[config.mk]
export PLATFORM = sky130hd
export DESIGN_NAME = bit_offset_field_copy
export DESIGN_NICKNAME = d
export VERILOG_FILES = /design/src/sv/bofc_pkg.sv /design/src/sv/bofc_core.sv /design/src/sv/bofc_ofifo.sv /design/src/sv/bit_offset_field_copy.sv
export SDC_FILE = /design/constraint.sdc
export NUM_CORES = 1
export LEC_CHECK = 0
export ABC_AREA = 1
export BUFFER_PORTS_ARGS = -buffer_cell sky130_fd_sc_hd__clkbuf_2
export CAP_MARGIN = 20
export CELL_PAD_IN_SITES_DETAIL_PLACEMENT = 2
export CELL_PAD_IN_SITES_GLOBAL_PLACEMENT = 2
export CORE_ASPECT_RATIO = 1.4
export CORE_MARGIN = 8
export CORE_UTILIZATION = 36
export CTS_CLUSTER_DIAMETER = 30
export CTS_CLUSTER_SIZE = 24
export DETAILED_ROUTE_END_ITERATION = 16
export PLACE_DENSITY_LB_ADDON = 0.1
export SKIP_LAST_GASP = 1
export SLEW_MARGIN = 20
export SYNTH_ARGS = -nofsm -noshare
export SYNTH_HDL_FRONTEND = slang
export SYNTH_SLANG_ARGS = --single-unit
export TNS_END_PERCENT = 100
[constraint.sdc]
create_clock -name i_clk -period 5.5 [get_ports i_clk]
set_clock_uncertainty 0.2 [all_clocks]
set_input_delay 0.55 -clock i_clk [delete_from_list [all_inputs] [get_ports i_clk]]
set_output_delay 0.55 -clock i_clk [all_outputs]
set_load 0.05 [all_outputs]
[src/sv/bofc_pkg.sv]
// ----------------------------------------------------------------------------
// bofc_pkg
// Shared types, constants and the byte merge function for the bit field copy.
// ----------------------------------------------------------------------------
package bofc_pkg;

    localparam int unsigned MAX_FIELD_BITS_DEF = 65535;
    localparam int unsigned CNT_W             = 15;
    localparam int unsigned IDX_W             = 14;
    localparam int unsigned CFG_IDX_W         = 2;
    localparam int unsigned CFG_DATA_W        = 16;
    localparam int unsigned FIFO_DEPTH        = 4;

    localparam logic [CFG_IDX_W-1:0] REG_SRC_OFF   = 2'd0;
    localparam logic [CFG_IDX_W-1:0] REG_DST_OFF   = 2'd1;
    localparam logic [CFG_IDX_W-1:0] REG_BIT_COUNT = 2'd2;

    localparam logic [15:0] BIT_COUNT_RST = 16'd8;

    typedef struct packed {
        logic [7:0] src_byte;
        logic [7:0] dst_old_byte;
        logic       end_of_stream;
    } t_in_beat;

    typedef struct packed {
        logic [7:0]       out_byte;
        logic [IDX_W-1:0] out_index;
        logic             out_last;
    } t_out_beat;

    typedef struct packed {
        logic [2:0]  src_off;
        logic [2:0]  dst_off;
        logic [15:0] bit_count;
    } t_cfg;

    typedef struct packed {
        logic      push0;
        logic      push1;
        t_out_beat d0;
        t_out_beat d1;
    } t_push;

    // combo: source bytes j-1, j, j+1 from bit 0 upward
    function automatic logic [7:0] merge_byte(
        input logic        first,
        input logic        last,
        input logic [23:0] combo,
        input logic [7:0]  old,
        input logic [2:0]  src_off,
        input logic [2:0]  dst_off,
        input logic [2:0]  end_bits
    );
        logic [3:0]  sa;
        logic [23:0] sh;
        logic [3:0]  hi;
        logic [8:0]  m_hi;
        logic [7:0]  m_lo;
        logic [7:0]  mask;
        sa   = 4'd8 + {1'b0, src_off} - {1'b0, dst_off};
        sh   = combo >> sa;
        hi   = last ? {1'b0, end_bits} : 4'd8;
        m_hi = (9'd1 << hi) - 9'd1;
        m_lo = first ? ~((8'd1 << dst_off) - 8'd1) : 8'hFF;
        mask = m_hi[7:0] & m_lo;
        return (sh[7:0] & mask) | (old & ~mask);
    endfunction

endpackage

[src/sv/bofc_core.sv]
// ----------------------------------------------------------------------------
// bofc_core
// Input register, source window state and merge of up to two result beats.
// ----------------------------------------------------------------------------
module bofc_core #(
    parameter int unsigned MAX_FIELD_BITS = bofc_pkg::MAX_FIELD_BITS_DEF
) (
    input  logic               i_clk,
    input  logic               i_rst_n,
    input  logic               i_in_valid,
    input  bofc_pkg::t_in_beat i_in_data,
    output logic               o_in_stall,
    input  bofc_pkg::t_cfg     i_cfg,
    input  logic               i_room,
    output bofc_pkg::t_push    o_push
);

    localparam logic [20:0] MaxBits = 21'(MAX_FIELD_BITS);

    logic                          r_in_valid, n_in_valid;
    bofc_pkg::t_in_beat            r_in;
    logic [15:0]                   r_win;
    logic [7:0]                    r_dst_pend;
    logic [bofc_pkg::CNT_W-1:0]    r_cnt, n_cnt;
    logic                          r_have, n_have;

    logic                          accept, fire;
    logic [15:0]                   eff;
    logic [16:0]                   fend;
    logic [bofc_pkg::CNT_W-1:0]    last_idx, k_prev;
    logic                          emit_prev, emit_cur;

    assign fire       = r_in_valid && i_room;
    assign o_in_stall = r_in_valid && !i_room;
    assign accept     = i_in_valid && !o_in_stall;
    assign n_in_valid = accept || (r_in_valid && !fire);

    assign eff      = ({5'd0, i_cfg.bit_count} > MaxBits) ? MaxBits[15:0] : i_cfg.bit_count;
    assign fend     = {14'd0, i_cfg.dst_off} + {1'b0, eff};
    assign last_idx = {1'b0, fend[16:3]};
    assign k_prev   = r_cnt - 1'b1;

    assign emit_prev = r_have && (r_cnt != '0) && (k_prev <= last_idx);
    assign emit_cur  = r_in.end_of_stream && (r_cnt <= last_idx);

    always_comb begin
        o_push.push0 = fire && emit_prev;
        o_push.push1 = fire && emit_cur;
        o_push.d0.out_byte  = bofc_pkg::merge_byte(k_prev == '0, k_prev == last_idx,
            {r_in.src_byte, r_win}, r_dst_pend, i_cfg.src_off, i_cfg.dst_off, fend[2:0]);
        o_push.d0.out_index = k_prev[bofc_pkg::IDX_W-1:0];
        o_push.d0.out_last  = (k_prev == last_idx) || (r_in.end_of_stream && !emit_cur);
        o_push.d1.out_byte  = bofc_pkg::merge_byte(r_cnt == '0, r_cnt == last_idx,
            {8'd0, r_in.src_byte, r_win[15:8]}, r_in.dst_old_byte,
            i_cfg.src_off, i_cfg.dst_off, fend[2:0]);
        o_push.d1.out_index = r_cnt[bofc_pkg::IDX_W-1:0];
        o_push.d1.out_last  = 1'b1;
    end

    always_comb begin
        n_cnt  = r_cnt;
        n_have = r_have;
        if (fire) begin
            if (r_in.end_of_stream) begin
                n_cnt  = '0;
                n_have = 1'b0;
            end else begin
                n_have = 1'b1;
                if (r_cnt != '1) begin
                    n_cnt = r_cnt + 1'b1;
                end
            end
        end
    end

    always_ff @(posedge i_clk) begin
        if (!i_rst_n) begin
            r_in_valid <= 1'b0;
            r_cnt      <= '0;
            r_have     <= 1'b0;
            r_win      <= '0;
            r_dst_pend <= '0;
        end else begin
            r_in_valid <= n_in_valid;
            r_cnt      <= n_cnt;
            r_have     <= n_have;
            if (fire) begin
                if (r_in.end_of_stream) begin
                    r_win      <= '0;
                    r_dst_pend <= '0;
                end else begin
                    r_win      <= {r_in.src_byte, r_win[15:8]};
                    r_dst_pend <= r_in.dst_old_byte;
                end
            end
        end
    end

    always_ff @(posedge i_clk) begin
        if (accept) begin
            r_in <= i_in_data;
        end
    end

    a_end_clears: assert property (@(posedge i_clk) disable iff (!i_rst_n)
        fire && r_in.end_of_stream |=> (r_cnt == '0) && !r_have)
        else $error("state not cleared after end beat");

    a_pend_cnt: assert property (@(posedge i_clk) disable iff (!i_rst_n)
        r_have |-> (r_cnt != '0))
        else $error("pending byte without count");

    a_hold_in: assert property (@(posedge i_clk) disable iff (!i_rst_n)
        r_in_valid && !fire |=> r_in_valid && $stable(r_in))
        else $error("held input beat lost");

endmodule

[src/sv/bofc_ofifo.sv]
// ----------------------------------------------------------------------------
// bofc_ofifo
// Four-entry result queue taking up to two beats per cycle.
// ----------------------------------------------------------------------------
module bofc_ofifo (
    input  logic                i_clk,
    input  logic                i_rst_n,
    input  bofc_pkg::t_push     i_push,
    output logic                o_room,
    output logic                o_out_valid,
    output bofc_pkg::t_out_beat o_out_data,
    input  logic                i_out_stall
);

    localparam int unsigned PtrW = $clog2(bofc_pkg::FIFO_DEPTH);

    bofc_pkg::t_out_beat  r_mem [bofc_pkg::FIFO_DEPTH];
    logic [PtrW-1:0]      r_wr, n_wr;
    logic [PtrW-1:0]      r_rd, n_rd;
    logic [PtrW:0]        r_count, n_count;
    logic                 pop;
    logic [1:0]           n_push;

    assign pop         = o_out_valid && !i_out_stall;
    assign o_out_valid = r_count != '0;
    assign o_out_data  = r_mem[r_rd];
    assign o_room      = r_count <= (PtrW+1)'(bofc_pkg::FIFO_DEPTH - 2);
    assign n_push      = {1'b0, i_push.push0} + {1'b0, i_push.push1};

    assign n_wr    = r_wr + PtrW'(n_push);
    assign n_rd    = r_rd + PtrW'(pop);
    assign n_count = r_count + (PtrW+1)'(n_push) - (PtrW+1)'(pop);

    always_ff @(posedge i_clk) begin
        if (!i_rst_n) begin
            r_wr    <= '0;
            r_rd    <= '0;
            r_count <= '0;
        end else begin
            r_wr    <= n_wr;
            r_rd    <= n_rd;
            r_count <= n_count;
        end
    end

    always_ff @(posedge i_clk) begin
        if (i_push.push0) begin
            r_mem[r_wr] <= i_push.d0;
        end
        if (i_push.push1) begin
            r_mem[i_push.push0 ? r_wr + 1'b1 : r_wr] <= i_push.d1;
        end
    end

    a_no_overflow: assert property (@(posedge i_clk) disable iff (!i_rst_n)
        (i_push.push0 || i_push.push1) |-> o_room)
        else $error("push into full queue");

    a_count_range: assert property (@(posedge i_clk) disable iff (!i_rst_n)
        r_count <= (PtrW+1)'(bofc_pkg::FIFO_DEPTH))
        else $error("queue count out of range");

endmodule

[src/sv/bit_offset_field_copy.sv]
// ----------------------------------------------------------------------------
// bit_offset_field_copy
// Copies a bit field between byte streams at arbitrary source and
// destination bit offsets, merging with the old destination bytes.
// ----------------------------------------------------------------------------
// Throughput: one input beat per cycle while the result queue has room; the
// end beat may give two results, drained by a four-entry result queue at one
// beat per cycle while the receiver does not stall.
// Reset: synchronous, active low; clears copy state and sets registers to
// source offset 0, destination offset 0, bit count 8.
module bit_offset_field_copy #(
    parameter int unsigned MAX_FIELD_BITS = bofc_pkg::MAX_FIELD_BITS_DEF
) (
    input  logic                                i_clk,
    input  logic                                i_rst_n,
    input  logic                                i_in_valid,
    input  bofc_pkg::t_in_beat                  i_in_data,
    output logic                                o_in_stall,
    output logic                                o_out_valid,
    output bofc_pkg::t_out_beat                 o_out_data,
    input  logic                                i_out_stall,
    input  logic                                i_cfg_we,
    input  logic [bofc_pkg::CFG_IDX_W-1:0]      i_cfg_idx,
    input  logic [bofc_pkg::CFG_DATA_W-1:0]     i_cfg_wdata
);

    bofc_pkg::t_cfg  r_cfg;
    bofc_pkg::t_push push;
    logic            room;

    always_ff @(posedge i_clk) begin
        if (!i_rst_n) begin
            r_cfg.src_off   <= '0;
            r_cfg.dst_off   <= '0;
            r_cfg.bit_count <= bofc_pkg::BIT_COUNT_RST;
        end else if (i_cfg_we) begin
            case (i_cfg_idx)
                bofc_pkg::REG_SRC_OFF:   r_cfg.src_off   <= i_cfg_wdata[2:0];
                bofc_pkg::REG_DST_OFF:   r_cfg.dst_off   <= i_cfg_wdata[2:0];
                bofc_pkg::REG_BIT_COUNT: r_cfg.bit_count <= i_cfg_wdata;
                default: begin
                end
            endcase
        end
    end

    bofc_core #(
        .MAX_FIELD_BITS(MAX_FIELD_BITS)
    ) u_core (
        .i_clk      (i_clk),
        .i_rst_n    (i_rst_n),
        .i_in_valid (i_in_valid),
        .i_in_data  (i_in_data),
        .o_in_stall (o_in_stall),
        .i_cfg      (r_cfg),
        .i_room     (room),
        .o_push     (push)
    );

    bofc_ofifo u_ofifo (
        .i_clk       (i_clk),
        .i_rst_n     (i_rst_n),
        .i_push      (push),
        .o_room      (room),
        .o_out_valid (o_out_valid),
        .o_out_data  (o_out_data),
        .i_out_stall (i_out_stall)
    );

endmodule

==> results.txt <==
Gr ovfl total: 0
Tot GR Track Use: 0.231
Yosys reg bits: 179
# IOs: 65
Post-Synth Adder-Cell Area: 0.0607
Synth area leaders: edfxtp_1 (27%), nand2_1 (15%), dfxtp_1 (13%)
Hold violation total from the final report: 0
WS Path Type: reg -> reg
Setup TNS Final: 0 ps
Hold path depth: 1
Clock Pin Slew Worst Setup and Hold Paths: 70 ps
Std cell rows: 78
MaxCap Viol Count: 0
DRT Pass-1 Iters: 5
Vias in the first global route: 12,538
Syn Area/Cell: 7.40 um2
Ant diodes: 0
WP data required: 5630 ps
Seq/Total Area, Yosys: 0.396
Routed WL: 43,900 um
Clock Tree Buf Depth: 2
PwrDens: 314 mW/mm2
Yosys warning total: 0
Routed Antenna Nets: 0
Worst-path maximum fanout: 5
Leakage Power: 0.00551 uW
Post-synth EDFFs: 105
Tmin final: 5100 ps
Fillcell total: 3,880
Cts bufs inserted: 17
Post-synth top area share: 0.270
Synthesized area: 0.0117 mm2
Clk_lat worst skew: 460 ps
Rel. slew slack: 0.437
Post-Synthesis Cells: 1,580
Slew @ Worst Pin: 844 ps
CP Launch Type: register
Largest net degree at the start of global routing: 49
Synthesized Nets: 1,675
First-pass GRT wire length: 69,400 um
Layout cell share with drive strength beyond 1: 0.122
Main combinational cell family by area after synthesis: simple AND/OR/NAND/NOR gates
Die W: 168 um
Port-buffer cells: 64
Ys async rst share: 0
Drt drc: 0
Detailed-route via count: 11,176
Leading area contributor after synthesis: edfxtp_1
Area post-placement: 0.0125 mm2
DIE AREA: 0.0386 mm2
Reg2reg path depth: 26
Peak VDD IR: 0.202 mV
Postcts setup bufs: 0
Max Slew Vio Count: 0
H-tree depth: 4
Most frequent cells after synthesis: nand2_1 (457), nor2_1 (159), o21ai_0 (150), inv_1 (123), nand3_1 (112)
Prevailing post-synth register cell: edfxtp_1
Xor-xnor portion of the synthesized cell area: 0.0210
Critical path arrival: 5230 ps
Root buffer cell: clkbuf_16
Unique cell type count in the Yosys netlist: 50
DRT iter0 DRCs: 338
HPWL after DPL: 33,200 um
Unrepaired setup endpoints after global routing: false
TritonCTS clock tree: built
Post-layout util: 0.409
Initial antenna violation count: 0
Hold Crit Class: in -> reg
Final setup fails: 0
Synthesis-to-finish area growth: 12.5%
Part of the cycle the worst path needs: 0.927
Fmax achieved: 196 MHz
Layout Nets: 1,733
Core Area: 0.0322 mm2
Die Y: 229 um
Worst Setup End Kind: register
Vias per inst: 5.45
Fin area: 0.0132 mm2
Initial Utilization: 0.363
Mux share of post-synthesis cell area: 0.00513
Status: complete, no violations
Clk sink count: 179
Routed wire length per instance: 21.4 um
Final Wtd Congestion: 0.860
Simple-Gate Fraction of Synth Area: 0.311
Cell with the most instances after synthesis: nand2_1
Compound-Gate Fraction of Synth Area: 0.130
-- flip-flops by register name, indices dropped and copies added, names as in the netlist --
name               flops
u_ofifo.r_mem         92
r_cfg                 22
u_core.r_in           17
u_core.r_win          16
u_core.r_cnt          15
u_core.r_dst_pend      8
u_ofifo.r_count        3
u_ofifo.r_rd           2
u_ofifo.r_wr           2
u_core.r_have          1
u_core.r_in_valid      1
-- placed cells by master (no fill, tap or decap), types with 3 or more instances in the layout --
master / n
nand2_1: 455
nor2_1: 157
o21ai_0: 146
inv_1: 123
nand3_1: 110
edfxtp_1: 105
a21oi_1: 78
dfxtp_1: 73
clkbuf_2: 64
ha_1: 51
buf_4: 43
o22ai_1: 24
xor2_1: 22
nor3_1: 21
nand4_1: 21
clkbuf_16: 17
clkinv_1: 9
nand2_4: 9
nand2_2: 8
inv_2: 6
o21a_1: 6
nand3_2: 6
mux2i_1: 6
clkinvlp_4: 6
o21ai_1: 5
nor2_4: 5
nor2_2: 5
nor2_8: 5
o211ai_1: 5
a22oi_1: 4
nor4_1: 4
xnor2_1: 4
and2_1: 3
nor3_2: 3
nand3_4: 3
a31oi_1: 3
fa_1: 3
clkinv_4: 3
-- routing by layer --
| layer | track usage | wire, um | part of all wire |
|---|---|---|---|
| met1 | 0.250 | 17900 | 0.41 |
| met2 | 0.438 | 23500 | 0.53 |
| met3 | 0.0363 | 1070 | 0.024 |
| met4 | 0.0951 | 1490 | 0.034 |
| met5 | 0 | 0 | 0 |
-- power by group --
group / total [uW] / internal, uW / switching (uW)
clock network: 1210 / 627 / 584
registers: 1520 / 1480 / 43.0
logic: 1400 / 345 / 1060
-- path summary, 6_finish.rpt --
check	start	end	slack, ps
max reg2reg	r_cfg[16]	u_ofifo.r_count[2]	400
min reg2reg	u_core.r_win[4]	u_core.r_win[4]	270
max	r_cfg[16]	u_ofifo.r_count[2]	400
min	i_in_data[12]	u_core.r_in[12]	60
-- cell families after synthesis --
| logic type | Yosys count |
|---|---|
| adder cells (fa/ha/maj) | 55 |
| multiplexers | 6 |
| buffers and inverters | 207 |
| AO/OA/AOI/OAI | 282 |
| flip-flops | 179 |
| AND/OR/NAND/NOR | 823 |
| XOR/XNOR | 28 |
-- critical path, cell delays in order (launching register included) --
cell and delay, ps:
dfxtp_2 350, ha_1 170, inv_1 60, fa_1 380, or2_2 350, a21oi_4 170
nand2_2 100, nor4_4 270, nand2_2 150, nor4_4 140, o21ai_1 110, ha_1 330
nand2_1 70, nor3b_2 190, nand3_2 130, nor2_4 180, inv_4 60, nand2_4 100
nand2_4 80, inv_2 110, ha_2 200, inv_1 50, ha_1 300, fa_1 450
xor2_1 170, inv_1 60, nor2_1 40
-- area by class of cell --
| class | instances | area [um2] | area share |
|---|---|---|---|
| Sequential cell | 179 | 4640 | 0.352 |
| Tap cell | 400 | 500 | 0.0380 |
| Clock buffer | 18 | 429 | 0.0326 |
| Inverter | 138 | 520 | 0.0395 |
| Timing Repair Buffer | 108 | 663 | 0.0504 |
| Clock inverter | 14 | 135 | 0.0103 |
| Multi-Input combinational cell | 1194 | 6280 | 0.477 |
-- per-stage QoR --
stage / total power (uW) / cells / hold WS (ps) / setup slack (ps)
detailed placement: 2970 / 2019 / 265 / -112
global route: 4340 / 2051 / 43.8 / 31.8
floorplan: 2500 / 1580 / 233 / 499
finish: 4140 / 2051 / 58.2 / 401
CTS: 4180 / 2051 / 40.6 / 8.87
global placement: 2920 / 2019 / 252 / 309
-- what timing repair did --
| action | CTS | global route |
|---|---|---|
| pin swaps | 0 | 4 |
| gates resized for setup | 2 | 20 |
| hold endpoints to repair | 0 | 0 |
| setup endpoints to repair | 11 | 91 |
| hold buffers | 0 | 0 |
Note: power is estimated with default switching activity, not from simulation.
